==> src/sv/ocv_pkg.sv <==
// ----------------------------------------------------------------------------
// ocv_pkg
// Shared widths, constants, the queue entry type and the Morton interleave
// for the octree cell cover emitter.
// ----------------------------------------------------------------------------
package ocv_pkg;

  localparam int CRD_W          = 10;
  localparam int ID_W           = 32;
  localparam int CELL_W         = 31;
  localparam int TLV_W          = 4;
  localparam int GL_W           = 4;
  localparam int MORTON_W       = 3 * CRD_W;
  localparam int SHF_W          = $clog2(CRD_W + 1);
  localparam int Q_DEPTH        = 2;
  localparam int OCV_MAX_LEVELS = 10;
  localparam logic [GL_W-1:0] GL_RESET = GL_W'(10);

  // One classified object, ready for cell enumeration
  typedef struct packed {
    logic                  err;
    logic [CRD_W-1:0]      lo_x;
    logic [CRD_W-1:0]      lo_y;
    logic [CRD_W-1:0]      lo_z;
    logic                  span_x;
    logic                  span_y;
    logic                  span_z;
    logic [CELL_W-1:0]     base;
    logic [TLV_W-1:0]      tree_level;
    logic [ID_W-1:0]       object_id;
  } ocv_entry_t;

  // Bit 3i is x bit i, bit 3i+1 is y bit i, bit 3i+2 is z bit i
  function automatic logic [MORTON_W-1:0] interleave3(input logic [CRD_W-1:0] x,
                                                      input logic [CRD_W-1:0] y,
                                                      input logic [CRD_W-1:0] z);
    logic [MORTON_W-1:0] code;
    code = '0;
    for (int i = 0; i < CRD_W; i++) begin
      code[3*i]     = x[i];
      code[3*i + 1] = y[i];
      code[3*i + 2] = z[i];
    end
    return code;
  endfunction

endpackage

==> src/sv/ocv_queue.sv <==
// ----------------------------------------------------------------------------
// ocv_queue
// Short FIFO of classified entries between the front and the back.
// Depth is a power of two so the pointers wrap on their own.
// ----------------------------------------------------------------------------
module ocv_queue import ocv_pkg::*; (
  input  logic       clk,
  input  logic       rst_n,
  input  logic       push,
  input  ocv_entry_t push_data,
  output logic       push_ready,
  output logic       pop_valid,
  output ocv_entry_t pop_data,
  input  logic       pop
);

  localparam int PTR_W = (Q_DEPTH > 1) ? $clog2(Q_DEPTH) : 1;
  localparam int CNT_W = $clog2(Q_DEPTH + 1);

  ocv_entry_t       mem_r [Q_DEPTH];
  logic [PTR_W-1:0] wr_ptr_r, wr_ptr_nxt;
  logic [PTR_W-1:0] rd_ptr_r, rd_ptr_nxt;
  logic [CNT_W-1:0] cnt_r, cnt_nxt;

  assign push_ready = (cnt_r != CNT_W'(Q_DEPTH));
  assign pop_valid  = (cnt_r != '0);
  assign pop_data   = mem_r[rd_ptr_r];

  always_comb begin
    wr_ptr_nxt = push ? wr_ptr_r + PTR_W'(1) : wr_ptr_r;
    rd_ptr_nxt = pop ? rd_ptr_r + PTR_W'(1) : rd_ptr_r;
    cnt_nxt    = cnt_r;
    if (push && !pop) begin
      cnt_nxt = cnt_r + CNT_W'(1);
    end else if (pop && !push) begin
      cnt_nxt = cnt_r - CNT_W'(1);
    end
  end

  always_ff @(posedge clk) begin
    if (!rst_n) begin
      wr_ptr_r <= '0;
      rd_ptr_r <= '0;
      cnt_r    <= '0;
    end else begin
      wr_ptr_r <= wr_ptr_nxt;
      rd_ptr_r <= rd_ptr_nxt;
      cnt_r    <= cnt_nxt;
    end
  end

  always_ff @(posedge clk) begin
    if (push) begin
      mem_r[wr_ptr_r] <= push_data;
    end
  end

`ifndef SYNTHESIS
  a_no_push_full: assert property (@(posedge clk) disable iff (!rst_n)
    push |-> cnt_r != CNT_W'(Q_DEPTH))
    else $error("queue push while full");
  a_no_pop_empty: assert property (@(posedge clk) disable iff (!rst_n)
    pop |-> cnt_r != '0)
    else $error("queue pop while empty");
  a_cnt_tracks: assert property (@(posedge clk) disable iff (!rst_n)
    (push && !pop) |=> cnt_r == $past(cnt_r) + CNT_W'(1))
    else $error("queue count lost a push");
`endif

endmodule

==> config.mk <==
export PLATFORM = sky130hd
export DESIGN_NAME = ocv_queue
export DESIGN_NICKNAME = d
export VERILOG_FILES = /design/src/sv/ocv_pkg.sv /design/src/sv/ocv_queue.sv
export SDC_FILE = /design/constraint.sdc
export NUM_CORES = 1
export LEC_CHECK = 0
export BUFFER_PORTS_ARGS = -buffer_cell sky130_fd_sc_hd__buf_2
export CAP_MARGIN = 20
export CORE_MARGIN = 2
export CORE_UTILIZATION = 52
export DETAILED_ROUTE_END_ITERATION = 10
export GPL_ROUTABILITY_DRIVEN = 0
export PLACE_DENSITY = 0.77
export SLEW_MARGIN = 25
export SYNTH_ARGS = -nofsm -noshare
export SYNTH_HDL_FRONTEND = slang
export SYNTH_SLANG_ARGS = --single-unit
==> constraint.sdc <==
create_clock -name clk -period 6.8 [get_ports clk]
set_input_delay 1.36 -clock clk [delete_from_list [all_inputs] [get_ports clk]]
set_output_delay 1.36 -clock clk [all_outputs]
set_load 0.05 [all_outputs]
==> flow_metrics.tcl <==
set metrics [dict create \
    status "complete, no violations" \
    place_inst 720 \
    period_share_pct 61.5 \
    path_max_fanout 40 \
    syn_inst 336 \
    dpl_worst_slack_ns 3.09 \
    path_delay_family "buffers and inverters" \
    cts_tree "yes" \
    hold_class "reg2reg" \
    rrSetupSlack_ns 4.72 \
    crit_slowest_cell "dfxtp_4" \
    fin_crit_ns 4.18 \
    io_pins 208 \
    r2r_cells 2 \
    syn_area_per_cell_um2 23.4 \
    cp.required_ns 5.44 \
    drv_cap 0 \
    fillers 1005 \
    avgViaCountPerCell 5.06 \
    synth_fa_ha_area_share_pct 0.159 \
    drtPass1Iterations 4 \
    fin_setup_tns_ns 0 \
    synth_cell_types 19 \
    synth_fp_nets 442 \
    reg2reg_from "wr_ptr_r" \
    yosys.area_share.simple_pct 0.715 \
    synth_top_family_by_area "multiplexers" \
    crit_cells 4 \
    syn_to_final_growth_pct 24.0 \
    report.final.slew_viol_count 0 \
    cts_buffer_depth 3 \
    cts_max_level 1 \
    rows 44 \
    dpl.hpwl_mm 9.08 \
    cts_hold_buf 0 \
    postCtsSetupBuffers 0 \
    fin_cells 758 \
    setup_viol_count_final 0 \
    r2r_end "mem_r[1][43]" \
    skew_ns 0.00563 \
    rsz0062_at_grt "no" \
    hold_violations 0 \
    grt_pass1_wl_mm 20.7 \
    synth_xor_xnor_area_share_pct 0.334 \
    pwr_density_cell_mw_per_mm2 320 \
    crit_end "pop_data[58]" \
    path_clk_slew_ns 0.06 \
    fp.dieH_um 127 \
    synth_area_mm2 0.00787 \
    drive_gt1_share_pct 58.1 \
    numCtsBuffers 21 \
    grt-ovfl-total 0 \
    crit_chain "buf_12 > buf_4 > mux2_4 > buf_2" \
    p_leak_nw 3.88 \
    cts.sinks 207 \
    ys_ff_latch 207 \
    critPathBufInv 3 \
    yosysSeqAreaShare_pct 78.3 \
    slew_headroom_pct 47.0 \
    cp-start-kind "flop" \
    vias 3833 \
    drt_iter0_markers 239 \
    synth_compound_area_share_pct 0.254 \
    worstSetupPathType "reg2out" \
    finalPower_mw 3.13 \
    slowest_delay_ns 0.79 \
    cp_data_arrival_time_ns 2.82 \
    core-area_mm2 0.0146 \
    drt_wl_total_mm 13.8 \
    fmax_mhz 239 \
    ys_warn_count 0 \
    antenna_found_initial 2 \
    initial_core_util_pct 53.8 \
    worstSkewPairLatency_ns 0.47 \
    ctsResizeCount 0 \
    wl_per_cell_um 18.2 \
    port_buffers 207 \
    synthMuxAreaShare_pct 18.7 \
    nNetsFinal 665 \
    clockRootBuffer "clkbuf_16" \
    grt_pass1_vias 3959 \
    fin_ws_ns 2.62 \
    ir_drop_v 0.000260 \
    drc_errors 0 \
    dieArea_mm2 0.0161 \
    grt_max_degree 83 \
    die_w_um 127 \
    ant_nets 0 \
    worst_slew_pin_slew_ns 0.794 \
    track_usage_pct 16.6 \
    cp-end-kind "primary output" \
]
-- worst min-delay path by stage --
stage / start / to / slack [ns] / cells after the start
floorplan: cnt_r[1] / cnt_r[1] / 0.47 / 2
global placement: cnt_r[1] / cnt_r[1] / 0.47 / 2
detailed placement: cnt_r[1] / cnt_r[1] / 0.53 / 2
CTS: cnt_r[1] / cnt_r[1] / 0.54 / 2
global route: cnt_r[1] / cnt_r[1] / 0.57 / 2
finish: cnt_r[1] / cnt_r[1] / 0.54 / 2
-- routing by layer --
metal  part of all wire, %  global-route usage [%]  vias up
met3                   7.1                    4.52       23
li1                      -                       -     1781
met5                 0.094                       0        -
met2                    53                    29.7      133
met4                   1.8                    5.30        2
met1                    38                    19.5     1894
-- kinds of logic after synthesis --
group,after synthesis
fa+ha+maj,1
buf+inv,12
compound gates,3
simple gates,9
flops,207
mux,101
xor+xnor,3
-- flip-flops by register name, indices dropped and copies added, names as in the netlist, named ones only --
register / flops
wr_ptr_r: 1
mem_r: 202
cnt_r: 2
rd_ptr_r: 1
-- power breakdown --
part           total [mW]  switching, mW  internal [mW]
Sequential           1.50         0.0293           1.48
Combinational       0.505          0.339          0.167
Clock                1.12          0.438          0.680
Total                3.13          0.806           2.32
-- through the flow --
stage / util (%) / instance area, µm² / hold slack [ns]
CTS: 66.6 / 9760 / 0.543
floorplan: - / 7870 / 0.465
global placement: 61.9 / 9060 / 0.475
finish: 66.7 / 9770 / 0.539
global route: 66.7 / 9760 / 0.567
detailed placement: 62.0 / 9080 / 0.530
-- Yosys cell counts (all sizes together) --
| cell | count | area share (%) |
|---|---|---|
| and2 | 4 | 0.32 |
| o21ai | 1 | 0.064 |
| o21a | 1 | 0.095 |
| edfxtp | 202 | 77 |
| nor2b | 2 | 0.16 |
| xnor2 | 1 | 0.11 |
| a21boi | 1 | 0.095 |
| ha | 1 | 0.16 |
| or3 | 1 | 0.080 |
| xor2 | 2 | 0.22 |
| nand2b | 1 | 0.080 |
| or2 | 1 | 0.080 |
| mux2 | 101 | 19 |
| inv | 1 | 0.048 |
| buf | 11 | 1.4 |
| dfxtp | 5 | 1.3 |
-- worst register-to-register path, stage by stage (launching register included) --
cell	delay [ns]
dfxtp_1	0.39
and2_4	0.60
buf_4	0.70
-- final cells by class --
| cell class | instances | area, µm² | share of cell area, % |
|---|---|---|---|
| Clock buffer | 24 | 537 | 5.50 |
| Antenna cell | 1 | 2.50 | 0.0256 |
| Multi-Input combinational cell | 117 | 1600 | 16.4 |
| Tap cell | 184 | 230 | 2.36 |
| Inverter | 1 | 3.75 | 0.0384 |
| Clock inverter | 13 | 140 | 1.43 |
| Sequential cell | 207 | 6170 | 63.2 |
| Timing Repair Buffer | 211 | 1080 | 11.1 |
-- cell usage in the layout, fill, tap and decap left out, types with 2 or more instances in the layout --
master	n
buf_4	2
buf_2	207
clkbuf_16	21
clkinv_1	5
clkinv_2	3
mux2_1	11
and2_1	3
dfxtp_1	4
bufinv_16	3
xor2_1	2
mux2_4	90
clkbuf_1	3
edfxtp_1	202
(Power assumes the default switching activity.)
